===== config.mk =====
export PLATFORM = sky130hd
export DESIGN_NAME = four_register_cpu_execute
export DESIGN_NICKNAME = d
export VERILOG_FILES = /design/src/design/frcpu_pkg.sv /design/src/design/four_register_cpu_execute.sv /design/src/design/frcpu_front.sv /design/src/design/frcpu_queue.sv /design/src/design/frcpu_back.sv
export SDC_FILE = /design/constraint.sdc
export NUM_CORES = 2
export LEC_CHECK = 0
export ABC_CLOCK_PERIOD_IN_PS = 12300
export BUFFER_PORTS_ARGS = -buffer_cell sky130_fd_sc_hd__buf_4
export CELL_PAD_IN_SITES_DETAIL_PLACEMENT = 0
export CELL_PAD_IN_SITES_GLOBAL_PLACEMENT = 2
export CORE_MARGIN = 5
export CORE_UTILIZATION = 30
export DETAILED_ROUTE_END_ITERATION = 12
export HOLD_SLACK_MARGIN = 0.12
export PLACE_DENSITY = 0.65
export SYNTH_ARGS = -nofsm -noshare
export SYNTH_HDL_FRONTEND = slang
export SYNTH_MEMORY_MAX_BITS = 65536
export SYNTH_SLANG_ARGS = --single-unit

===== constraint.sdc =====
create_clock -name clk -period 12.3 [get_ports clk]
set_input_delay 1.845 -clock clk [delete_from_list [all_inputs] [get_ports clk]]
set_output_delay 1.845 -clock clk [all_outputs]
set_load 0.005 [all_outputs]

===== src/design/frcpu_pkg.sv =====
// ============================================================================
// Four-register CPU execute: shared package
// Widths, function codes, decoded operation types and beat layouts.
// ============================================================================
`timescale 1ns / 1ps

package frcpu_pkg;

  // Architectural sizes.
  localparam int PC_W          = 10;
  localparam int PROGRAM_DEPTH = 1 << PC_W;
  localparam int WORD_W        = 16;
  localparam int REG_AW        = 2;
  localparam int NUM_REGS      = 1 << REG_AW;
  localparam int DATA_AW       = 8;
  localparam int DATA_DEPTH    = 1 << DATA_AW;
  localparam int LEN_W         = PC_W + 1;
  localparam int FUNC_W        = 4;

  // Beat layouts.
  localparam int IN_DATA_W  = 40;
  localparam int OUT_DATA_W = 32;

  // Decoupling queue between the front and back parts.
  localparam int QUEUE_DEPTH = 2;

  // Function codes as they arrive on the input.
  localparam logic [FUNC_W-1:0] FN_LDI     = 4'd0;
  localparam logic [FUNC_W-1:0] FN_LD      = 4'd1;
  localparam logic [FUNC_W-1:0] FN_ST      = 4'd2;
  localparam logic [FUNC_W-1:0] FN_JZ      = 4'd3;
  localparam logic [FUNC_W-1:0] FN_JMP     = 4'd4;
  localparam logic [FUNC_W-1:0] FN_ADD     = 4'd5;
  localparam logic [FUNC_W-1:0] FN_SUB     = 4'd6;
  localparam logic [FUNC_W-1:0] FN_AND     = 4'd7;
  localparam logic [FUNC_W-1:0] FN_OR      = 4'd8;
  localparam logic [FUNC_W-1:0] FN_XOR     = 4'd9;
  localparam logic [FUNC_W-1:0] FN_NOT     = 4'd10;
  localparam logic [FUNC_W-1:0] FN_MOV     = 4'd11;
  localparam logic [FUNC_W-1:0] FN_INC     = 4'd12;
  localparam logic [FUNC_W-1:0] FN_DEC     = 4'd13;
  localparam logic [FUNC_W-1:0] FN_PRELOAD = 4'd14;

  // Operation class found by the front part.
  typedef enum logic [2:0] {
    OP_LDI,
    OP_LD,
    OP_ST,
    OP_JZ,
    OP_JMP,
    OP_ALU,
    OP_PRELOAD,
    OP_NOP
  } kind_t;

  // ALU function for register-writing arithmetic and logic operations.
  typedef enum logic [3:0] {
    ALU_ADD,
    ALU_SUB,
    ALU_AND,
    ALU_OR,
    ALU_XOR,
    ALU_NOT,
    ALU_MOV,
    ALU_INC,
    ALU_DEC
  } alu_t;

  // Decoded operation as it waits in the queue.
  // rb is the second register-file read port: src_b for two-operand
  // ALU operations, otherwise first_reg (store data, inc and dec).
  typedef struct packed {
    kind_t                   kind;
    alu_t                    alu;
    logic [REG_AW-1:0]       rd;
    logic [REG_AW-1:0]       ra;
    logic [REG_AW-1:0]       rb;
    logic [WORD_W-1:0]       imm;
    logic [PC_W-1:0]         target;
    logic [DATA_AW-1:0]      paddr;
  } uop_t;

  // Queue status seen by the front part.
  typedef struct packed {
    logic full;
    logic empty;
  } queue_status_t;

endpackage


===== src/design/four_register_cpu_execute.sv =====
// ============================================================================
// Four-register CPU execute: top level
// Executes one decoded instruction per beat of a four-register machine with
// a zero flag, a program counter and a word-addressed data memory.
// ============================================================================
//
// Channel    Direction  Handshake            Payload
// s_*        in         s_tvalid/s_tready    decoded instruction, func on tuser
// m_*        out        m_tvalid/m_tready    result of one instruction
// cfg_*      in         cfg_wr_en            program_length
//
// Most instructions finish in the execute stage directly; ld also passes
// through ST_LOAD for the registered read of the data memory.
// A beat is written into the queue, then loaded into the execute stage,
// and its result is registered onto m_* when the stage finishes.
// Reset clears the registers, the zero flag, the program counter, the
// program length and the written marks of the data memory.
// A two-entry queue keeps taking beats, until it is full, while a result waits on m_tready.
//
`timescale 1ns / 1ps

module four_register_cpu_execute (
  input  logic                             clk,
  input  logic                             rst,
  // Input: first_reg, src_a_reg, src_b_reg, immediate, jump_target,
  // preload_address (from bit 0 up).
  input  logic                             s_tvalid,
  output logic                             s_tready,
  input  logic [frcpu_pkg::IN_DATA_W-1:0]  s_tdata,
  // func
  input  logic [frcpu_pkg::FUNC_W-1:0]     s_tuser,
  // Output: next_pc, reg_index, reg_value, zero_flag, zero padding.
  output logic                             m_tvalid,
  input  logic                             m_tready,
  output logic [frcpu_pkg::OUT_DATA_W-1:0] m_tdata,
  // reg_write
  output logic                             m_tuser,
  // finished
  output logic                             m_tlast,
  input  logic                             cfg_wr_en,
  input  logic [frcpu_pkg::LEN_W-1:0]      cfg_wr_data
);
  import frcpu_pkg::*;

  logic [LEN_W-1:0]  program_length;
  logic              push;
  logic              pop;
  uop_t              push_uop;
  uop_t              head_uop;
  queue_status_t     q_status;

  // Program length register.
  always_ff @(posedge clk) begin
    if (rst) begin
      program_length <= '0;
    end else if (cfg_wr_en) begin
      program_length <= cfg_wr_data;
    end
  end

  frcpu_front u_front (
    .s_tvalid (s_tvalid),
    .s_tready (s_tready),
    .s_tdata  (s_tdata),
    .s_tuser  (s_tuser),
    .q_status (q_status),
    .push     (push),
    .push_uop (push_uop)
  );

  frcpu_queue u_queue (
    .clk      (clk),
    .rst      (rst),
    .push     (push),
    .push_uop (push_uop),
    .pop      (pop),
    .head_uop (head_uop),
    .status   (q_status)
  );

  frcpu_back u_back (
    .clk            (clk),
    .rst            (rst),
    .q_status       (q_status),
    .head_uop       (head_uop),
    .pop            (pop),
    .program_length (program_length),
    .m_tvalid       (m_tvalid),
    .m_tready       (m_tready),
    .m_tdata        (m_tdata),
    .m_tuser        (m_tuser),
    .m_tlast        (m_tlast)
  );

endmodule


===== src/design/frcpu_front.sv =====
// ============================================================================
// Four-register CPU execute: front part
// Accepts instruction beats, classifies them and pushes them into the queue.
// ============================================================================
`timescale 1ns / 1ps

module frcpu_front (
  input  logic                           s_tvalid,
  output logic                           s_tready,
  input  logic [frcpu_pkg::IN_DATA_W-1:0] s_tdata,
  input  logic [frcpu_pkg::FUNC_W-1:0]    s_tuser,
  input  frcpu_pkg::queue_status_t       q_status,
  output logic                           push,
  output frcpu_pkg::uop_t                push_uop
);
  import frcpu_pkg::*;

  logic [REG_AW-1:0] first_reg;
  logic [REG_AW-1:0] src_a_reg;
  logic [REG_AW-1:0] src_b_reg;

  // Unpack the beat.
  assign first_reg = s_tdata[1:0];
  assign src_a_reg = s_tdata[3:2];
  assign src_b_reg = s_tdata[5:4];

  // A beat is taken whenever the queue has room.
  assign s_tready = !q_status.full;
  assign push     = s_tvalid && s_tready;

  // Classify the function code.
  always_comb begin
    push_uop        = '0;
    push_uop.kind   = OP_NOP;
    push_uop.alu    = ALU_MOV;
    push_uop.rd     = first_reg;
    push_uop.ra     = src_a_reg;
    push_uop.rb     = first_reg;
    push_uop.imm    = s_tdata[21:6];
    push_uop.target = s_tdata[31:22];
    push_uop.paddr  = s_tdata[39:32];
    unique case (s_tuser)
      FN_LDI:     push_uop.kind = OP_LDI;
      FN_LD:      push_uop.kind = OP_LD;
      FN_ST:      push_uop.kind = OP_ST;
      FN_JZ:      push_uop.kind = OP_JZ;
      FN_JMP:     push_uop.kind = OP_JMP;
      FN_ADD: begin
        push_uop.kind = OP_ALU;
        push_uop.alu  = ALU_ADD;
        push_uop.rb   = src_b_reg;
      end
      FN_SUB: begin
        push_uop.kind = OP_ALU;
        push_uop.alu  = ALU_SUB;
        push_uop.rb   = src_b_reg;
      end
      FN_AND: begin
        push_uop.kind = OP_ALU;
        push_uop.alu  = ALU_AND;
        push_uop.rb   = src_b_reg;
      end
      FN_OR: begin
        push_uop.kind = OP_ALU;
        push_uop.alu  = ALU_OR;
        push_uop.rb   = src_b_reg;
      end
      FN_XOR: begin
        push_uop.kind = OP_ALU;
        push_uop.alu  = ALU_XOR;
        push_uop.rb   = src_b_reg;
      end
      FN_NOT: begin
        push_uop.kind = OP_ALU;
        push_uop.alu  = ALU_NOT;
      end
      FN_MOV: begin
        push_uop.kind = OP_ALU;
        push_uop.alu  = ALU_MOV;
      end
      FN_INC: begin
        push_uop.kind = OP_ALU;
        push_uop.alu  = ALU_INC;
      end
      FN_DEC: begin
        push_uop.kind = OP_ALU;
        push_uop.alu  = ALU_DEC;
      end
      FN_PRELOAD: push_uop.kind = OP_PRELOAD;
      default:    push_uop.kind = OP_NOP;
    endcase
  end

endmodule


===== src/design/frcpu_queue.sv =====
// ============================================================================
// Four-register CPU execute: decoupling queue
// Short first-in first-out buffer of decoded operations.
// ============================================================================
`timescale 1ns / 1ps

module frcpu_queue (
  input  logic                     clk,
  input  logic                     rst,
  input  logic                     push,
  input  frcpu_pkg::uop_t          push_uop,
  input  logic                     pop,
  output frcpu_pkg::uop_t          head_uop,
  output frcpu_pkg::queue_status_t status
);
  import frcpu_pkg::*;

  localparam int PTR_W = (QUEUE_DEPTH > 1) ? $clog2(QUEUE_DEPTH) : 1;
  localparam int CNT_W = $clog2(QUEUE_DEPTH + 1);

  uop_t             entries [QUEUE_DEPTH];
  logic [PTR_W-1:0] wr_ptr;
  logic [PTR_W-1:0] rd_ptr;
  logic [CNT_W-1:0] count;

  assign status.full  = (count == CNT_W'(QUEUE_DEPTH));
  assign status.empty = (count == '0);
  assign head_uop     = entries[rd_ptr];

  // Entry storage.
  always_ff @(posedge clk) begin
    if (push) begin
      entries[wr_ptr] <= push_uop;
    end
  end

  // Pointers and fill count.
  always_ff @(posedge clk) begin
    if (rst) begin
      wr_ptr <= '0;
      rd_ptr <= '0;
      count  <= '0;
    end else begin
      if (push) begin
        wr_ptr <= (wr_ptr == PTR_W'(QUEUE_DEPTH - 1)) ? '0 : wr_ptr + 1'b1;
      end
      if (pop) begin
        rd_ptr <= (rd_ptr == PTR_W'(QUEUE_DEPTH - 1)) ? '0 : rd_ptr + 1'b1;
      end
      if (push && !pop) begin
        count <= count + 1'b1;
      end else if (pop && !push) begin
        count <= count - 1'b1;
      end
    end
  end

endmodule


===== src/design/frcpu_back.sv =====
// ============================================================================
// Four-register CPU execute: back part
// Reads operands, executes one operation, updates the machine state and
// holds the result beat until it is taken.
// ============================================================================
`timescale 1ns / 1ps

module frcpu_back (
  input  logic                            clk,
  input  logic                            rst,
  input  frcpu_pkg::queue_status_t        q_status,
  input  frcpu_pkg::uop_t                 head_uop,
  output logic                            pop,
  input  logic [frcpu_pkg::LEN_W-1:0]     program_length,
  output logic                            m_tvalid,
  input  logic                            m_tready,
  output logic [frcpu_pkg::OUT_DATA_W-1:0] m_tdata,
  output logic                            m_tuser,
  output logic                            m_tlast
);
  import frcpu_pkg::*;

  typedef enum logic [1:0] {
    ST_EXEC = 2'b01,
    ST_LOAD = 2'b10
  } xstate_t;

  // Architectural state.
  logic [WORD_W-1:0]  rf [NUM_REGS];
  logic               zero_bit;
  logic [PC_W-1:0]    pc;
  logic [WORD_W-1:0]  mem [DATA_DEPTH];
  logic [DATA_DEPTH-1:0] mem_valid;

  // Execute stage.
  logic               x_valid;
  uop_t               x_uop;
  logic [WORD_W-1:0]  x_a;
  logic [WORD_W-1:0]  x_b;
  xstate_t            state;
  xstate_t            state_next;
  logic [WORD_W-1:0]  mem_rdata;
  logic               mem_rvalid;

  // Execute results.
  logic               out_free;
  logic               active;
  logic               ld_active;
  logic               x_done;
  logic               x_load;
  logic               mem_rd_en;
  logic [PC_W-1:0]    pc_next;
  logic               wr;
  logic               setz;
  logic [WORD_W-1:0]  val;
  logic               mem_we;
  logic [DATA_AW-1:0] mem_waddr;
  logic [WORD_W-1:0]  mem_wdata;
  logic               zero_next;
  logic               finished;
  logic [WORD_W-1:0]  load_value;
  logic [WORD_W-1:0]  rd_a;
  logic [WORD_W-1:0]  rd_b;

  // Handshake and sequencing of the execute stage.
  assign out_free   = !m_tvalid || m_tready;
  assign active     = ({1'b0, pc} < program_length);
  assign ld_active  = x_valid && (x_uop.kind == OP_LD) && active;
  assign mem_rd_en  = ld_active && (state == ST_EXEC);
  assign x_done     = x_valid && out_free && (!ld_active || (state == ST_LOAD));
  assign x_load     = !q_status.empty && (!x_valid || x_done);
  assign pop        = x_load;
  assign load_value = mem_rvalid ? mem_rdata : '0;

  always_comb begin
    state_next = state;
    unique case (state)
      ST_EXEC: if (mem_rd_en) state_next = ST_LOAD;
      ST_LOAD: if (x_done)    state_next = ST_EXEC;
      default:                state_next = ST_EXEC;
    endcase
  end

  // Execute the operation held in the stage.
  always_comb begin
    pc_next   = pc;
    wr        = 1'b0;
    setz      = 1'b0;
    val       = '0;
    mem_we    = 1'b0;
    mem_waddr = x_a[DATA_AW-1:0];
    mem_wdata = x_b;
    if (x_uop.kind == OP_PRELOAD) begin
      mem_we    = 1'b1;
      mem_waddr = x_uop.paddr;
      mem_wdata = x_uop.imm;
    end else if (x_uop.kind != OP_NOP && active) begin
      pc_next = pc + PC_W'(1);
      unique case (x_uop.kind)
        OP_LDI: begin
          wr  = 1'b1;
          val = x_uop.imm;
        end
        OP_LD: begin
          wr   = 1'b1;
          setz = 1'b1;
          val  = load_value;
        end
        OP_ST:  mem_we = 1'b1;
        OP_JZ:  if (zero_bit) pc_next = x_uop.target;
        OP_JMP: pc_next = x_uop.target;
        OP_ALU: begin
          wr   = 1'b1;
          setz = 1'b1;
          unique case (x_uop.alu)
            ALU_ADD: val = x_a + x_b;
            ALU_SUB: val = x_a - x_b;
            ALU_AND: val = x_a & x_b;
            ALU_OR:  val = x_a | x_b;
            ALU_XOR: val = x_a ^ x_b;
            ALU_NOT: val = ~x_a;
            ALU_MOV: val = x_a;
            ALU_INC: val = x_b + WORD_W'(1);
            ALU_DEC: val = x_b - WORD_W'(1);
            default: val = x_a;
          endcase
        end
        OP_PRELOAD, OP_NOP: ;
        default: ;
      endcase
    end
    zero_next = setz ? (val == '0) : zero_bit;
    finished  = ({1'b0, pc_next} >= program_length);
  end

  // Operand read with forwarding of the write that retires in this cycle.
  always_comb begin
    rd_a = rf[head_uop.ra];
    rd_b = rf[head_uop.rb];
    if (x_done && wr && (x_uop.rd == head_uop.ra)) begin
      rd_a = val;
    end
    if (x_done && wr && (x_uop.rd == head_uop.rb)) begin
      rd_b = val;
    end
  end

  // Control state of the execute stage.
  always_ff @(posedge clk) begin
    if (rst) begin
      x_valid  <= 1'b0;
      state    <= ST_EXEC;
      m_tvalid <= 1'b0;
      pc       <= '0;
      zero_bit <= 1'b0;
    end else begin
      state <= state_next;
      if (x_load) begin
        x_valid <= 1'b1;
      end else if (x_done) begin
        x_valid <= 1'b0;
      end
      if (x_done) begin
        m_tvalid <= 1'b1;
        pc       <= pc_next;
        zero_bit <= zero_next;
      end else if (m_tready) begin
        m_tvalid <= 1'b0;
      end
    end
  end

  // Operands and operation of the execute stage.
  always_ff @(posedge clk) begin
    if (x_load) begin
      x_uop <= head_uop;
      x_a   <= rd_a;
      x_b   <= rd_b;
    end
  end

  // Register file.
  always_ff @(posedge clk) begin
    if (rst) begin
      for (int i = 0; i < NUM_REGS; i++) begin
        rf[i] <= '0;
      end
    end else if (x_done && wr) begin
      rf[x_uop.rd] <= val;
    end
  end

  // Data memory with registered read.
  always_ff @(posedge clk) begin
    if (x_done && mem_we) begin
      mem[mem_waddr] <= mem_wdata;
    end
    if (mem_rd_en) begin
      mem_rdata  <= mem[x_a[DATA_AW-1:0]];
      mem_rvalid <= mem_valid[x_a[DATA_AW-1:0]];
    end
  end

  // Written marks: an entry never written reads as zero.
  always_ff @(posedge clk) begin
    if (rst) begin
      mem_valid <= '0;
    end else if (x_done && mem_we) begin
      mem_valid[mem_waddr] <= 1'b1;
    end
  end

  // Result beat.
  always_ff @(posedge clk) begin
    if (x_done) begin
      m_tdata[9:0]   <= pc_next;
      m_tdata[11:10] <= wr ? x_uop.rd : '0;
      m_tdata[27:12] <= val;
      m_tdata[28]    <= zero_next;
      m_tdata[31:29] <= '0;
      m_tuser        <= wr;
      m_tlast        <= finished;
    end
  end

endmodule


Word level (Yosys, flattened, before mapping)
Memories as Yosys holds them, arrays and structs flattened. A register that Yosys moved wholly into a read port is not among the register bits.
Cells that the tools add are included.
- register bits: 393
- bits in latches: 0
- memory bits (writable): 4254
- bits in read-only memories: 0
- input port bits: 60
- output and inout port bits: 36
- memories kept: 3
- $add $sub $neg: 9
- $mul: 0
- div/mod/pow operators: 0
- order comparisons: 5
- equality and inequality tests: 35
- shift-type cells: 0
- muxes and demuxes: 55
- bitwise gates (word level): 5
- reductions and logical operators: 39
- memories (memory ; words ; width ; read ports ; clocked after Yosys merged registers in ; wr ports ; RTL line ; text):
    u_back.mem ; 256 ; 16 ; 1 ; 1 ; 1 ; frcpu_back.sv:32 ; logic [WORD_W-1:0] mem [DATA_DEPTH];
    u_queue.entries ; 2 ; 47 ; 1 ; 1 ; 1 ; frcpu_queue.sv:21 ; uop_t entries [QUEUE_DEPTH];
    u_back.rf ; 4 ; 16 ; 2 ; 0 ; 4 ; frcpu_back.sv:29 ; logic [WORD_W-1:0] rf [NUM_REGS];
- operator list (kind ; number):
    OR 256 bit ; 1
    one-hot mux 16 bit (8 select lines) ; 1
    2-to-1 mux 16 bit ; 7
    one-hot mux 16 bit (3 select lines) ; 1
    equality test 4 bit (second input constant) ; 8
    one-hot mux 4 bit (8 select lines) ; 1
    2-to-1 mux 1 bit ; 30
    2-to-1 mux 10 bit ; 3
    equality test 4 x 3 -> 1 bit (second input constant) ; 7
    one-hot mux 3 bit (7 select lines) ; 1
    one-hot mux 10 bit (2 select lines) ; 1
    < comparator 8 x 9 -> 1 bit (second input constant) ; 2
    adder 16 x 1 -> 16 bit (second input constant) ; 1
    adder 16 bit ; 1
    bitwise AND 16 bit ; 1
    equality test 4 x 2 -> 1 bit (second input constant) ; 4
    zero test 16 bit ; 1
    inverter 16 bit ; 1
    OR 16 bit ; 1
    OR reduction 16 bit ; 1
    subtractor 16 x 1 -> 16 bit (second input constant) ; 1
    subtractor 16 bit ; 1
    bitwise XOR 16 bit ; 1
    logical AND 1 bit ; 15
    other kinds (32) ; 56

Logic depth before layout (Yosys ltp)
- depth after elaboration: 12
- mapped depth: 21

Cells and area by module
Synthesis repeated with hierarchy kept, for this count alone.
- cell total of the unflattened synthesis: 8572
- area, all modules: 183279.5 sq um
- modules (own cells, without submodules) (module ; times used ; cells each ; area an instance (sq um) ; seq. area each (sq um)):
    frcpu_back ; 1 ; 8285 ; 178696.4 ; 134038.6
    frcpu_queue ; 1 ; 168 ; 3606.0 ; 2922.8
    frcpu_front ; 1 ; 84 ; 590.6 ; 0.0
    four_register_cpu_execute ; 1 ; 35 ; 386.6 ; 220.2

Worst setup path after synthesis
No wires, ideal clock.
- path type: register to register
- start: reg u_back.x_uop[44] (netlist bit)
- end: mem u_back.mem[0][0], data pin
- library setup time: 2.188 ns
- arrival time: 11.330 ns
- data required time: 10.112 ns
- slack: -1.218 ns
- stages on the path, launching flop included: 7
- path buffers: 3
- period minus slack after synthesis: 13.518 ns
- cell sequence: edfxtp_1 -> clkbuf_1 -> nor2b_1 -> and2_1 -> clkbuf_1 -> clkbuf_1 -> o21ai_0
- cells in the longest elaborated chain, start to end: 2
- RTL lines (what ; RTL line ; text):
    from (decl) ; frcpu_back.sv:37 ; uop_t x_uop;
    from (signal assigned) ; frcpu_back.sv:176 ; x_uop <= head_uop;
    equality test 3 bit ; frcpu_back.sv:93 ; if (x_uop.kind == OP_PRELOAD) begin
    2-to-1 mux 16 bit ; frcpu_back.sv:93 ;
    via u_back.mem_wdata[0] ; frcpu_back.sv:58 ; logic [WORD_W-1:0] mem_wdata;
    to (decl) ; frcpu_back.sv:32 ;
The timed path passes the listed nets, and every way through them passes these cells.

Worst setup path in the final report
- start: reg u_back.pc[2]
- end: mem u_back.mem[33][0] (enable)
- cells in the longest elaborated chain, start to end: 8
- elaborated cells on any way between the ends: 11
- those cells by class: 1 x order compare; 4 x mux; 6 x reduce/logical
- RTL lines (what ; RTL line ; text):
    from (decl) ; frcpu_back.sv:31 ; logic [PC_W-1:0] pc;
    from (signal assigned) ; frcpu_back.sv:165 ; pc <= pc_next;
    < comparator 10 x 11 -> 1 bit (*) ; frcpu_back.sv:67 ; assign active = ({1'b0, pc} < program_length);
    logical AND 1 bit ; frcpu_back.sv:68 ; assign ld_active = x_valid && (x_uop.kind == OP_LD) && active;
    zero test 1 bit ; frcpu_back.sv:70 ; assign x_done = x_valid && out_free && (!ld_active || (state == ST_LOAD));
    logical OR 1 bit ; frcpu_back.sv:70 ;
    logical AND 1 bit ; frcpu_back.sv:70 ;
    logical AND 1 bit (*) ; frcpu_back.sv:195 ; if (x_done && mem_we) begin
    2-to-1 mux 1 bit (*) ; frcpu_back.sv:195 ;
    2-to-1 mux 1 bit (implied by the code) (*) ; frcpu_back.sv:196 ; mem[mem_waddr] <= mem_wdata;
Every way passes the cells marked *; elsewhere a longest branch is shown, timed or not.

==> impl_results.md <==
* Run status: finished, violations left
* Violated checks: slew limit
* Most common library cells after synthesis: sky130_fd_sc_hd__edfxtp_1, sky130_fd_sc_hd__mux4_2, sky130_fd_sc_hd__nor2_1, sky130_fd_sc_hd__a21oi_1, sky130_fd_sc_hd__mux2i_1
* Total global routing overflow at 0
* Overall Global Routing Usage at 0.173
* Number of sinks handled by clock tree synthesis at between 4000 and 5000
* Achievable frequency at around 150 MHz
* NumNets Final at 9939
* CTS H-Tree Depth at 5
* Final design area excluding fillers at about 210000 um2
* GP Congestion at 0.834
* Core ar. at a little over 600000 um2
* Fraction of layout cells with a size suffix above 1 at 0.245
* Port Buffers at a little over 90
* Cell at the slowest stage of the critical path: sky130_fd_sc_hd__nor2_1
* Die outline width at just under 800 um
* Clock edge transition at the registers on the reported setup and hold paths at 0.06 ns
* Worst stage delay on the critical path at just over 1 ns
* Buffers from clock root to sink, at most at 4
* Cell accounting for the most synthesized area: sky130_fd_sc_hd__edfxtp_1
* Count of endpoints failing hold in the final timing report at 0
* Via count of the first global-routing pass at slightly below 100k
* Resized cells post-CTS at 0
* Unrepaired setup endpoints after global routing: no
* Number of buffers created by CTS at between 400 and 500
* Type of element capturing the critical path: flop
* Worst voltage drop across the vdd grid at 0.259 mV
* Post-place instance area at ~200000 um2
* Count of hold buffers inserted by post-cts repair at 0
* Drt first pass iters at 6
* Fin Clk Skew at 0.0764 ns
* Pin slew with the least headroom to its limit at between 1.5 and 2 ns
* Via total after detailed routing at 97000
* Count of pins over their slew limit at 15
* Seq. cell area at between 100000 and 150000 um2
* Total wire length at roughly 560000 um
* Number of flip-flops and latches in the synthesized netlist at 4664
* Fin crit share at 0.534
* Number of standard-cell rows in the floorplan at 288
* Final critical-path required period at ~6.6 ns
* Count of routing violations after the opening detailed-route iteration at 12800
* Average detailed-routed wire length per instance at approximately 30 um
* Full die area at 630000 um2
* Post-route non-filler standard cell count at roughly 18000
* Cell with the most instances after synthesis: sky130_fd_sc_hd__edfxtp_1
* Max-Slew Margin vs Limit at -0.00463
* Setup CP Type: flop to flop
* Post-synthesis async set-or-reset flop share at 0
* Clock latency at the later pin of the worst-skew pair at a little over 1 ns
* Number of fill cells at between 50000 and 60000
* Number of setup buffers added after CTS at 0
* Instance count of the mapped netlist at 9482
* First-pass GRT wire length at about 780000 um
* Mean post-synth cell area at about 19 um2
* Synth Cell Area at 184000 um2
* Layout overhead on the synthesized area at 14.7%
* Post-layout power at ~53 mW
* TritonCTS clock tree: built
* Number of top-level design ports at 96
* Yosys warning total at 0
* Type of the tightest min-delay check: flop to flop
* Peak fanout along the critical path at 26
* Share of the synthesized area in the top cell type at 0.713
* Utilization after layout at 0.344
* Area used by multi-input combinational logic at ~45000 um2
* Post-synthesis sequential area ratio at 0.744
* Data arrival time at the worst-slack endpoint at 7.29 ns
* Antenna violations before repair at between 60 and 70
* Leading post-synthesis cells by cell area: sky130_fd_sc_hd__edfxtp_1, sky130_fd_sc_hd__mux4_2, sky130_fd_sc_hd__dfxtp_1, sky130_fd_sc_hd__mux2i_1, sky130_fd_sc_hd__nor2_1
* Die Height at between 700 and 800 um
* Max-Cap Viols at 0
* Clock root buffer: sky130_fd_sc_hd__clkbuf_16
* Ys flop type: sky130_fd_sc_hd__edfxtp_1
* Number of antenna-violating nets in the routed design at 0
* Leakage power total at approximately 66 nW
* Effective utilization at floorplan at 0.300
* Setup TNS at 0 ns
* Dpl cells at around 17000
* Distinct cell type count of the synthesized netlist at 94
* HPWL reported at the end of detailed placement at about 340000 um
* Number of synthesized flops with an enable pin at 4377
* Remaining DRCs at 0
* Total of endpoints with negative setup slack in the final report at 0
* Critical Path Source Type: flop
* Pwr/cell area at roughly 250 nW/um2
* Critical path data required time at approximately 13 ns
* Cell-by-cell trace of the critical path: ha_1 > nand2_1 > o21ai_1 > a21oi_1 > a41o_1 > a21o_1 > inv_2 > buf_4 > nand3_1 > nor2_1 > nand2_1 > nor2_1 > buf_4
* Pin count of the biggest net entering global routing at 190
* Vias per Instance at 5.30
==> cell usage in the layout (no fill, tap or decap), types with 16 or more instances in the layout <==
master and instances:
sky130_fd_sc_hd__o221ai_1 156, sky130_fd_sc_hd__edfxtp_1 4377, sky130_fd_sc_hd__clkbuf_1 85, sky130_fd_sc_hd__clkbuf_16 471
sky130_fd_sc_hd__a31oi_1 23, sky130_fd_sc_hd__a211oi_1 59, sky130_fd_sc_hd__a21oi_1 455, sky130_fd_sc_hd__nand2_2 16
sky130_fd_sc_hd__xnor2_1 23, sky130_fd_sc_hd__mux2_2 69, sky130_fd_sc_hd__o21ai_4 16, sky130_fd_sc_hd__nor3_1 46
sky130_fd_sc_hd__dfxtp_1 286, sky130_fd_sc_hd__nand2b_1 28, sky130_fd_sc_hd__mux4_2 1094, sky130_fd_sc_hd__mux2i_1 439
sky130_fd_sc_hd__a221oi_1 28, sky130_fd_sc_hd__nor2b_1 48, sky130_fd_sc_hd__nand3_1 38, sky130_fd_sc_hd__ha_1 84
sky130_fd_sc_hd__o22ai_1 137, sky130_fd_sc_hd__o31ai_1 23, sky130_fd_sc_hd__o21ai_0 188, sky130_fd_sc_hd__inv_1 64
sky130_fd_sc_hd__nor2_1 575, sky130_fd_sc_hd__bufinv_16 49, sky130_fd_sc_hd__o21a_1 17, sky130_fd_sc_hd__nor2_2 164
sky130_fd_sc_hd__nand2_1 189, sky130_fd_sc_hd__clkinv_2 92, sky130_fd_sc_hd__buf_12 29, sky130_fd_sc_hd__clkinv_1 92
sky130_fd_sc_hd__clkinvlp_4 29, sky130_fd_sc_hd__buf_4 388
==> path summary, 6_finish.rpt <==
kind / cells after the start / to / startpoint / slack [ns]
worst max-delay path: 13 / u_back.mem[33][0]$_DFFE_PP_ / u_back.pc[2]$_SDFFE_PP0P_ / 5.73
worst min-delay path: 2 / u_back.mem_valid[94]$_SDFFE_PP0P_ / u_back.mem_valid[94]$_SDFFE_PP0P_ / 0.46
worst max register to register: 13 / u_back.mem[33][0]$_DFFE_PP_ / u_back.pc[2]$_SDFFE_PP0P_ / 5.73
worst min register to register: 2 / u_back.mem_valid[94]$_SDFFE_PP0P_ / u_back.mem_valid[94]$_SDFFE_PP0P_ / 0.46
==> flip-flops by register name (all words and copies together) (netlist names), 2 cells and up, named ones only <==
register          flops
u_back.state          2
u_back.mem_rdata     16
u_queue.count         2
u_back.x_uop         43
u_back.rf            64
u_back.mem         4096
u_back.x_a           16
u_back.mem_valid    256
u_back.m_tdata       29
program_length       11
u_back.pc            10
u_queue.entries      94
u_back.x_b           16
==> power breakdown <==
group	internal [mW]	total (mW)	leakage [nW]	switching (mW)
clock	8.07	14.2	7.37	6.16
combinational	5.22	17.9	16.6	12.7
sequential	20.3	20.6	42.0	0.286
==> layer usage <==
layer / GRT usage / routed length [um] / vias to the layer above
li1: - / - / 39600
met1: 0.239 / 233000 / 51900
met2: 0.273 / 263000 / 4637
met3: 0.0363 / 48800 / 793
met4: 0.0530 / 19200 / 24
met5: 0 / 150 / -
==> layout make-up <==
type | count | share of cell area
Antenna cell | 15 | 0.000178
Clock buffer | 559 | 0.0575
Clock inverter | 296 | 0.0145
Inverter | 72 | 0.00139
Multi-Input combinational cell | 4172 | 0.213
Sequential cell | 4664 | 0.649
Tap cell | 8120 | 0.0481
Timing Repair Buffer | 418 | 0.0166
==> per-stage QoR <==
| stage | setup slack, ns | hold WS [ns] |
|---|---|---|
| 2_1_floorplan | -1.22 | 0.431 |
| 3_3_place_gp | 5.11 | 0.441 |
| 3_5_place_dp | 4.97 | 0.448 |
| 4_1_cts | 5.70 | 0.464 |
| 5_1_grt | 5.38 | 0.484 |
| 6_report | 5.73 | 0.464 |
==> critical path, delay by kind of cell, from the launching register on <==
kind,cells,cell delay [ns]
buffers and inverters,3,1.33
and+or+nand+nor,5,3.13
AOI/OAI and AO/OA,4,1.07
adders and majority gates,1,0.33
DFF,1,0.37
==> cell families (layout without fill, tap and decap cells) <==
family / Yosys count / count (layout) / share of synthesized area
flip-flops: 4664 / 4664 / 0.744
adder cells (fa/ha/maj): 86 / 86 / 0.00592
AO/OA/AOI/OAI: 1235 / 1235 / 0.0426
other: 1 / 18 / 0.0000203
XOR/XNOR: 34 / 34 / 0.00162
buffers and inverters: 648 / 1345 / 0.0158
multiplexers: 1606 / 1606 / 0.162
AND/OR/NAND/NOR: 1208 / 1208 / 0.0279
Power figures use the tool's default switching activity.
